**config.mk**
```make
export PLATFORM = sky130hd
export DESIGN_NAME = byte_level_bpe_char_codec
export DESIGN_NICKNAME = d
export VERILOG_FILES = /design/src/rtl/bblc_pkg.sv /design/src/rtl/byte_level_bpe_char_codec.sv /design/src/rtl/bblc_front.sv /design/src/rtl/bblc_queue.sv /design/src/rtl/bblc_back.sv
export SDC_FILE = /design/constraint.sdc
export NUM_CORES = 1
export LEC_CHECK = 0
export BUFFER_PORTS_ARGS = -buffer_cell sky130_fd_sc_hd__buf_2
export CORE_MARGIN = 5
export CORE_UTILIZATION = 49
export CTS_CLUSTER_SIZE = 30
export DETAILED_ROUTE_END_ITERATION = 8
export GPL_ROUTABILITY_DRIVEN = 0
export MAX_ROUTING_LAYER = met4
export PLACE_DENSITY = 0.68
export SETUP_SLACK_MARGIN = 0.05
export SYNTH_ARGS = -nofsm -noshare
export SYNTH_HDL_FRONTEND = slang
export SYNTH_HIERARCHICAL = 1
export SYNTH_SLANG_ARGS = --single-unit
```
**constraint.sdc**
```tcl
create_clock -name clk -period 2.9 [get_ports clk]
set_input_delay 0.145 -clock clk [delete_from_list [all_inputs] [get_ports clk]]
set_output_delay 0.145 -clock clk [all_outputs]
set_load 0.02 [all_outputs]
```
**src/rtl/bblc_pkg.sv**
```systemverilog
// Shared types, constants and mapping functions of the byte-level codec.
// Has no dependencies; every other file but the macro header imports it.
`default_nettype none

package bblc_pkg;

  typedef enum logic {
    DIR_ENCODE = 1'b0,
    DIR_DECODE = 1'b1
  } dir_t;

  typedef struct packed {
    logic [7:0] data_byte;
    logic       end_of_token;
  } in_req_t;

  typedef struct packed {
    logic [7:0] out_byte;
    logic       last_of_run;
    logic       token_done;
    logic       unmapped;
  } out_req_t;

  // One queue entry: one or two output bytes that come from one request.
  typedef struct packed {
    logic [7:0] byte0;
    logic [7:0] byte1;
    logic       two_bytes;
    logic       eot;
    logic       unmapped;
  } bblc_entry_t;

  localparam int QDEPTH = 4;
  localparam int QAW    = $clog2(QDEPTH);
  localparam int QCW    = $clog2(QDEPTH + 1);

  localparam int CPW = 21;

  localparam logic [7:0] UTF8_LEAD2  = 8'hC0;
  localparam logic [7:0] UTF8_CONT   = 8'h80;
  localparam logic [7:0] SUBST_BYTE  = 8'h3F;

  // Raw byte to its byte-level code point.
  function automatic logic [8:0] byte_to_code(input logic [7:0] b);
    logic [8:0] r;
    if (b <= 8'd32) begin
      r = 9'd256 + {1'b0, b};
    end else if (b >= 8'd127 && b <= 8'd160) begin
      r = {1'b0, b} + 9'd162;
    end else if (b == 8'd173) begin
      r = 9'd323;
    end else begin
      r = {1'b0, b};
    end
    return r;
  endfunction

  // Code point back to its raw byte; bit 8 is set when a byte exists.
  function automatic logic [8:0] code_to_byte(input logic [CPW-1:0] cp);
    logic [CPW-1:0] d;
    logic [8:0]     r;
    d = '0;
    r = '0;
    if ((cp >= 21'd33 && cp <= 21'd126) || (cp >= 21'd161 && cp <= 21'd172) ||
        (cp >= 21'd174 && cp <= 21'd255)) begin
      r = {1'b1, cp[7:0]};
    end else if (cp >= 21'd256 && cp <= 21'd288) begin
      d = cp - 21'd256;
      r = {1'b1, d[7:0]};
    end else if (cp >= 21'd289 && cp <= 21'd322) begin
      d = cp - 21'd162;
      r = {1'b1, d[7:0]};
    end else if (cp == 21'd323) begin
      r = {1'b1, 8'd173};
    end
    return r;
  endfunction

endpackage

`default_nettype wire

```
**src/rtl/byte_level_bpe_char_codec.sv**
```systemverilog
// Byte-level BPE character codec, top level. Each request carries one byte of a
// token and a flag on its last byte. With direction 0 (encode, the reset value)
// a raw byte becomes its byte-level code point sent as UTF-8: one output byte
// for code points below 0x80, two otherwise. With direction 1 (decode) UTF-8
// sequences of one to four bytes are assembled and mapped back to raw bytes;
// a code point with no raw byte comes out as '?' with the unmapped flag set,
// and a sequence cut short by the end of the token is closed with zero bits.
// Writing the direction register drops any partial sequence; write it only
// while no request is in flight. Both channels use valid/stall: a request is
// taken at a rising edge where valid is high and stall is low. A new request
// can be taken every cycle while the queue has room; the output side moves one
// byte per cycle while it is not stalled. A decode request yields at most one
// output byte and an encode request one or two (two for every byte whose code
// point is 0x80 or above), sent out by the single-byte output register of the
// back end. A result passes through the queue and then the output register.
// Depends on bblc_pkg, bblc_front, bblc_queue and bblc_back.
`default_nettype none

module byte_level_bpe_char_codec (
  input  wire                clk,
  input  wire                rst_n,
  input  wire                in_valid,
  output logic               in_stall,
  input  bblc_pkg::in_req_t  in_req,
  output logic               out_valid,
  input  wire                out_stall,
  output bblc_pkg::out_req_t out_req,
  input  wire                cfg_wr_en,
  input  wire                cfg_wr_data
);
  import bblc_pkg::*;

  // Front to queue.
  logic        push;
  bblc_entry_t push_data;
  logic        q_full;

  // Queue to back.
  logic        pop;
  logic        q_valid;
  bblc_entry_t q_data;

  // The front end holds the direction register and the decode state. It takes
  // a request whenever the queue has room and pushes one entry per request
  // that yields output; a decode byte that opens or continues a sequence
  // pushes nothing.
  bblc_front u_front (
    .clk       (clk),
    .rst_n     (rst_n),
    .in_valid  (in_valid),
    .in_stall  (in_stall),
    .in_req    (in_req),
    .cfg_wr_en (cfg_wr_en),
    .cfg_wr_data(cfg_wr_data),
    .q_full    (q_full),
    .push      (push),
    .push_data (push_data)
  );

  // The queue absorbs bursts of two-byte entries so that the front end keeps
  // accepting while the back end sends the second byte of an entry.
  bblc_queue u_queue (
    .clk       (clk),
    .rst_n     (rst_n),
    .push      (push),
    .push_data (push_data),
    .pop       (pop),
    .full      (q_full),
    .q_valid   (q_valid),
    .q_data    (q_data)
  );

  // The back end turns each entry into one or two output requests and holds
  // them in the output register until the receiver takes them.
  bblc_back u_back (
    .clk       (clk),
    .rst_n     (rst_n),
    .q_valid   (q_valid),
    .q_data    (q_data),
    .pop       (pop),
    .out_valid (out_valid),
    .out_stall (out_stall),
    .out_req   (out_req)
  );

endmodule

`default_nettype wire

```
**src/rtl/bblc_front.sv**
```systemverilog
// Front end of the byte-level codec: accepts requests, maps or assembles them.
// Depends on bblc_pkg; pushes finished work into the queue.
`default_nettype none

module bblc_front (
  input  wire                   clk,
  input  wire                   rst_n,
  input  wire                   in_valid,
  output logic                  in_stall,
  input  bblc_pkg::in_req_t     in_req,
  input  wire                   cfg_wr_en,
  input  wire                   cfg_wr_data,
  input  wire                   q_full,
  output logic                  push,
  output bblc_pkg::bblc_entry_t push_data
);
  import bblc_pkg::*;

  dir_t           direction_r, direction_nxt;
  logic [1:0]     pend_r, pend_nxt;
  logic [CPW-1:0] acc_r, acc_nxt;

  logic           accept;
  logic [7:0]     b;
  logic           eot;
  logic [8:0]     enc_cp;
  logic [CPW-1:0] ext;
  logic [CPW-1:0] cont;
  logic [CPW-1:0] dec_cp;
  logic           dec_ready;
  logic [1:0]     dec_pend;
  logic [CPW-1:0] dec_acc;
  logic [8:0]     map;

  assign in_stall = q_full;
  assign accept   = in_valid && !q_full;
  assign b        = in_req.data_byte;
  assign eot      = in_req.end_of_token;
  assign enc_cp   = byte_to_code(b);
  assign ext      = {{(CPW-6){1'b0}}, b[5:0]};

  always_comb begin
    unique case (pend_r)
      2'd1:    cont = ext;
      2'd2:    cont = ext << 6;
      2'd3:    cont = ext << 12;
      default: cont = '0;
    endcase
  end

  // UTF-8 assembly for one byte.
  always_comb begin
    dec_ready = 1'b0;
    dec_cp    = '0;
    dec_pend  = pend_r;
    dec_acc   = acc_r;
    if (pend_r == 2'd0) begin
      priority if (b[7] == 1'b0) begin
        dec_cp    = {13'd0, b};
        dec_ready = 1'b1;
      end else if (b[7:5] == 3'b110) begin
        dec_acc  = {{(CPW-11){1'b0}}, b[4:0], 6'd0};
        dec_pend = 2'd1;
      end else if (b[7:4] == 4'b1110) begin
        dec_acc  = {{(CPW-16){1'b0}}, b[3:0], 12'd0};
        dec_pend = 2'd2;
      end else if (b[7:3] == 5'b11110) begin
        dec_acc  = {b[2:0], 18'd0};
        dec_pend = 2'd3;
      end else begin
        // Stray continuation or over-long lead stands for itself.
        dec_cp    = {13'd0, b};
        dec_ready = 1'b1;
      end
    end else begin
      dec_acc  = acc_r | cont;
      dec_pend = pend_r - 2'd1;
      if (dec_pend == 2'd0) begin
        dec_cp    = dec_acc;
        dec_ready = 1'b1;
        dec_acc   = '0;
      end
    end
    if (!dec_ready && eot) begin
      // Token ended mid-sequence: missing bits are zero.
      dec_cp    = dec_acc;
      dec_ready = 1'b1;
      dec_pend  = 2'd0;
      dec_acc   = '0;
    end
  end

  assign map = code_to_byte(dec_cp);

  always_comb begin
    push_data = '0;
    push_data.eot = eot;
    if (direction_r == DIR_ENCODE) begin
      push = accept;
      if (enc_cp < 9'h080) begin
        push_data.byte0 = enc_cp[7:0];
      end else begin
        push_data.byte0     = UTF8_LEAD2 | {5'd0, enc_cp[8:6]};
        push_data.byte1     = UTF8_CONT | {2'd0, enc_cp[5:0]};
        push_data.two_bytes = 1'b1;
      end
    end else begin
      push = accept && dec_ready;
      push_data.byte0    = map[8] ? map[7:0] : SUBST_BYTE;
      push_data.unmapped = !map[8];
    end
  end

  always_comb begin
    direction_nxt = direction_r;
    pend_nxt      = pend_r;
    acc_nxt       = acc_r;
    if (cfg_wr_en) begin
      direction_nxt = dir_t'(cfg_wr_data);
      pend_nxt      = 2'd0;
      acc_nxt       = '0;
    end else if (accept && direction_r == DIR_DECODE) begin
      pend_nxt = dec_pend;
      acc_nxt  = dec_acc;
    end
  end

  always_ff @(posedge clk) begin
    if (!rst_n) begin
      direction_r <= DIR_ENCODE;
      pend_r      <= 2'd0;
      acc_r       <= '0;
    end else begin
      direction_r <= direction_nxt;
      pend_r      <= pend_nxt;
      acc_r       <= acc_nxt;
    end
  end

endmodule

`default_nettype wire

```
**src/rtl/bblc_queue.sv**
```systemverilog
// Short queue between the front and back ends of the byte-level codec.
// Depends on bblc_pkg for the entry type and depth.
`default_nettype none

module bblc_queue (
  input  wire                   clk,
  input  wire                   rst_n,
  input  wire                   push,
  input  bblc_pkg::bblc_entry_t push_data,
  input  wire                   pop,
  output logic                  full,
  output logic                  q_valid,
  output bblc_pkg::bblc_entry_t q_data
);
  import bblc_pkg::*;

  bblc_entry_t    mem_r [QDEPTH];
  logic [QAW-1:0] wr_ptr_r, wr_ptr_nxt;
  logic [QAW-1:0] rd_ptr_r, rd_ptr_nxt;
  logic [QCW-1:0] count_r, count_nxt;

  assign full    = (count_r == QCW'(QDEPTH));
  assign q_valid = (count_r != '0);
  assign q_data  = mem_r[rd_ptr_r];

  always_comb begin
    wr_ptr_nxt = push ? wr_ptr_r + 1'b1 : wr_ptr_r;
    rd_ptr_nxt = pop ? rd_ptr_r + 1'b1 : rd_ptr_r;
    count_nxt  = count_r + QCW'(push) - QCW'(pop);
  end

  always_ff @(posedge clk) begin
    if (push) begin
      mem_r[wr_ptr_r] <= push_data;
    end
  end

  always_ff @(posedge clk) begin
    if (!rst_n) begin
      wr_ptr_r <= '0;
      rd_ptr_r <= '0;
      count_r  <= '0;
    end else begin
      wr_ptr_r <= wr_ptr_nxt;
      rd_ptr_r <= rd_ptr_nxt;
      count_r  <= count_nxt;
    end
  end

endmodule

`default_nettype wire

```
**src/rtl/bblc_back.sv**
```systemverilog
// Back end of the byte-level codec: drains queue entries one byte per cycle,
// unless the output stalls. Depends on bblc_pkg; owns the output register.
`default_nettype none

module bblc_back (
  input  wire                   clk,
  input  wire                   rst_n,
  input  wire                   q_valid,
  input  bblc_pkg::bblc_entry_t q_data,
  output logic                  pop,
  output logic                  out_valid,
  input  wire                   out_stall,
  output bblc_pkg::out_req_t    out_req
);
  import bblc_pkg::*;

  logic       out_valid_r, out_valid_nxt;
  out_req_t   out_req_r, out_req_nxt;
  logic       sec_pend_r, sec_pend_nxt;
  logic [7:0] sec_byte_r, sec_byte_nxt;
  logic       sec_eot_r, sec_eot_nxt;
  logic       load;

  assign out_valid = out_valid_r;
  assign out_req   = out_req_r;
  assign load      = !out_valid_r || !out_stall;
  assign pop       = load && !sec_pend_r && q_valid;

  always_comb begin
    out_valid_nxt = out_valid_r;
    out_req_nxt   = out_req_r;
    sec_pend_nxt  = sec_pend_r;
    sec_byte_nxt  = sec_byte_r;
    sec_eot_nxt   = sec_eot_r;
    if (load) begin
      if (sec_pend_r) begin
        out_valid_nxt           = 1'b1;
        out_req_nxt.out_byte    = sec_byte_r;
        out_req_nxt.last_of_run = 1'b1;
        out_req_nxt.token_done  = sec_eot_r;
        out_req_nxt.unmapped    = 1'b0;
        sec_pend_nxt            = 1'b0;
      end else if (q_valid) begin
        out_valid_nxt           = 1'b1;
        out_req_nxt.out_byte    = q_data.byte0;
        out_req_nxt.last_of_run = !q_data.two_bytes;
        out_req_nxt.token_done  = q_data.eot && !q_data.two_bytes;
        out_req_nxt.unmapped    = q_data.unmapped;
        sec_pend_nxt            = q_data.two_bytes;
        sec_byte_nxt            = q_data.byte1;
        sec_eot_nxt             = q_data.eot;
      end else begin
        out_valid_nxt = 1'b0;
      end
    end
  end

  always_ff @(posedge clk) begin
    out_req_r  <= out_req_nxt;
    sec_byte_r <= sec_byte_nxt;
    sec_eot_r  <= sec_eot_nxt;
  end

  always_ff @(posedge clk) begin
    if (!rst_n) begin
      out_valid_r <= 1'b0;
      sec_pend_r  <= 1'b0;
    end else begin
      out_valid_r <= out_valid_nxt;
      sec_pend_r  <= sec_pend_nxt;
    end
  end

endmodule

`default_nettype wire

```
==> results.md <==
- Final WL: roughly 16000 um
- Compound-gate portion of the synthesized area: about 15%
- Mux contribution to synthesized area: a little under a tenth
- Min cycle time layout: 3010 ps
- Status: finished, violations left
- Largest net degree at the start of global routing: 20
- Post-synth cell types: 86
- Largest family of logic cells by synthesized area: compound AO/OA/AOI/OAI gates
- Worst slew pin tran: between 900 and 1000 ps
- Layout filler cell count: 1071
- TritonCTS clock tree: yes
- Final net count: roughly 720
- IO Port Bufs: 27
- Later-pin clock latency in the skew report: roughly 420 ps
- Worst setup SP type: register
- CP Cell Sequence: nand3b_1, buf_6, nor3b_4, a221o_1, buf_6, a2bb2o_4, nand2_4, a2111oi_4, a211oi_2, a31oi_4, mux2i_2, o21ai_2
- Reg-to-Reg Start: u_front/pend_r[0]
- Ys async rst share: 0%
- Final setup margin: -115 ps
- Pwr dens: approximately 730 nW/um2
- Placeable Area: about 14000 um2
- Setup Skew: ~8 ps
- Slew Viols, Final: 0
- Drt wl/cell: ~18 um
- Setup WS pre-CTS: -162 ps
- MaxCap Viol Count: 0
- Chip width: roughly 130 um
- WP data required: 3040 ps
- Yosys warns: 6
- GR Overflow Total: 0
- Final std cells w/o fill: ~890
- CTS Root Cell: clkbuf_16
- Worst setup startpoint: u_front/pend_r[0]
- Peak supply drop: 0.353 mV
- Simple-gate share of the synthesized area: between 10% and 20%
- Cell Area, Synth: a little under 7000 um2
- First-pass GRT wire length: 26300 um
- Vert. Die Dim: ~130 um
- Half-perimeter wire length after placement: between 10000 and 15000 um
- RSZ-0062 raised after global routing: yes
- DRT antenna net count: 0
- #FFs+latches synth: 131
- HP Class: in -> reg
- # setup viols final: 32
- Clock buffer depth: 2
- Most used DFF post-synth: edfxtp_1
- Syn_nets: 604
- Largest stage delay, worst path: roughly 370 ps
- Failing checks: negative setup slack
- DR iter-0 viols: ~440
- Antenna violations before repair: 0
- Initial Util: between 40 and 50%
- Share of post-route cells with drive strength above 1: 35.7%
- Critical path arrival: between 3000 and 4000 ps
- H-tree depth: 4
- Critical path peak fanout: 8
- Synthesized-area fraction occupied by xor and xnor cells: 0.736%
- Element type at the critical path end: register
- GRT Total Usage: a little over a fifth
- Adder-cell share of the synthesized area: about 2.7%
- First drt pass iteration count: 5
- Fmax: approximately 330 MHz
- Setup CP Type: reg -> reg
- Placed cell count: roughly 840
- Clk pin slew, worst setup/hold paths: around 60 ps
- Worst Hold Launch: out_stall
- Reg area: 3590 um2
- EDFF count, synth: 96
- CTS Buf Count: 17
- Area Growth Syn to Fin: 27.8%
- Sink Count: approximately 130
- Fin crit share: 104%
- Via count: 5157
- Number of antenna diodes: 0
- Vias in the first global route: approximately 5.1k
- # IOs: 28
- Area taken by multi-input logic gates: approximately 3200 um2
- Vias per std cell: between 5 and 6
- Die area: between 15000 and 20000 um2
- Mean area per synthesized cell: approximately 12 um2
- # DRC: 0
- Leakage: between 3 and 4 nW
- CP most frequent cell: buf_6
- Final hold vios: 0
- Slew headroom: 36.1%
- Row Count: between 40 and 50
- Synth Instances: about 580
- Slowest stage cell on the critical path: dfxtp_4
- Register area share after synthesis: between 50 and 60%
## power breakdown
| part | switching [mW] | internal [mW] | leakage (nW) |
|---|---|---|---|
| clock network | 0.824 | 1.36 | 0.287 |
| registers | 0.116 | 2.46 | 1.18 |
| logic | 0.852 | 0.709 | 1.80 |
| total | 1.79 | 4.52 | 3.27 |
## area by class of cell
cell class | count | area share [%]
flip-flops and latches | 131 | 41.3
multi-input cells | 384 | 36.6
repair buffers | 139 | 11.6
clock buffers | 17 | 4.89
well taps | 180 | 2.59
clock inverters | 15 | 2.06
inverters | 22 | 0.950
## placed cells by master, fill, tap and decap left out, drive strengths merged, types with 5 or more instances in the layout
cell    count
a211oi      7
a21o        5
a21oi      35
a22oi      11
a31oi       8
and2       27
buf       138
clkbuf     17
dfxtp      35
edfxtp     96
ha         13
inv        27
mux2       10
mux2i       6
mux4       19
nand2      37
nand2b     11
nand3      13
nand4       5
nor2       43
nor2b      10
nor3       14
o21ai      28
## cell families after synthesis
logic type | after synthesis
simple gates | 189
other cells | 1
buf+inv | 60
compound gates | 141
flops | 131
mux | 35
fa+ha+maj | 14
xor+xnor | 4
## metal layers
| layer | global-route usage (%) | vias to the layer above | routed length [um] |
|---|---|---|---|
| met5 | - | - | 0 |
| met4 | 8.05 | 0 | 493 |
| met3 | 4.50 | 46 | 862 |
| met2 | 35.0 | 192 | 8200 |
| met1 | 25.9 | 2504 | 6830 |
| li1 | - | 2415 | - |
## flip-flops by register name (all words and copies together) (netlist names), named ones only
name	count
u_queue/mem_r	76
u_back/out_req	11
u_back/sec_eot_r	1
u_back/sec_byte_r	8
u_front/pend_r	2
u_queue/rd_ptr_r	2
u_front/direction_r	1
u_back/sec_pend_r	1
u_queue/count_r	3
u_back/out_valid	1
u_queue/wr_ptr_r	2
u_front/acc_r	21
## metrics by stage
stage / util (%) / instance area, um2 / power, mW / hold WS, ps / setup TNS [ps]
4_1_cts: 62.5 / 8610 / 6.37 / 8.92 / -246
3_5_place_dp: 56.0 / 7720 / 4.13 / 425 / -3480
3_3_place_gp: 56.0 / 7720 / 4.05 / 416 / -1790
2_1_floorplan: - / 6860 / 3.68 / 267 / 0
6_report: 63.1 / 8700 / 6.32 / 21.2 / -1900
5_1_grt: 63.1 / 8700 / 6.61 / 16.2 / -5490
## worst max-delay path: cells and delay by family (launching register included)
kind / cells / cell delay (ps)
buffers and inverters: 2 / 300
DFF: 1 / 370
and+or+nand+nor: 3 / 270
muxes: 1 / 310
AOI/OAI and AO/OA: 6 / 1480
## timing repair
item	CTS	global route
gates cloned	0	0
pin swaps	18	10
gates resized for setup	44	15
buffers inserted	10	3
endpoints found under the setup margin	36	36
hold buffers	1	0
endpoints found under the hold margin	1	0
## synthesized netlist by cell type, drive strengths merged (3+ instances only)
library cell / count / area share (%)
o21ai: 28 / 2.1
a21oi: 35 / 2.6
a2111oi: 3 / 0.48
or2: 3 / 0.28
edfxtp: 96 / 42
o311ai: 3 / 0.39
mux2: 10 / 1.9
a31oi: 8 / 1.0
o31a: 4 / 0.51
and2: 27 / 2.5
ha: 13 / 2.4
nand2b: 11 / 1.1
nand4: 5 / 0.46
clkbuf: 12 / 0.68
or3: 3 / 0.28
mux4: 19 / 6.8
mux2i: 6 / 0.88
nand3: 13 / 1.1
a211oi: 7 / 1.1
nand2: 37 / 2.0
nand3b: 3 / 0.33
buf: 26 / 2.8
o22ai: 4 / 0.37
nor4: 4 / 0.37
and3: 4 / 0.37
a21boi: 4 / 0.44
a221oi: 4 / 0.61
nor2: 43 / 2.4
a22oi: 11 / 1.3
o31ai: 4 / 0.51
nor3: 14 / 1.0
xnor2: 3 / 0.39
nor2b: 10 / 0.92
dfxtp: 35 / 10
inv: 22 / 1.2
nor3b: 3 / 0.33
a21o: 5 / 0.57
## final timing paths
kind,to,slack [ps],depth (start not counted)
max,u_queue/mem_r[2][18],-110,12
min,u_back/sec_pend_r,20,3
max reg2reg,u_queue/mem_r[2][18],-110,12
min reg2reg,u_front/acc_r[11],490,2
(Power assumes the default switching activity.)
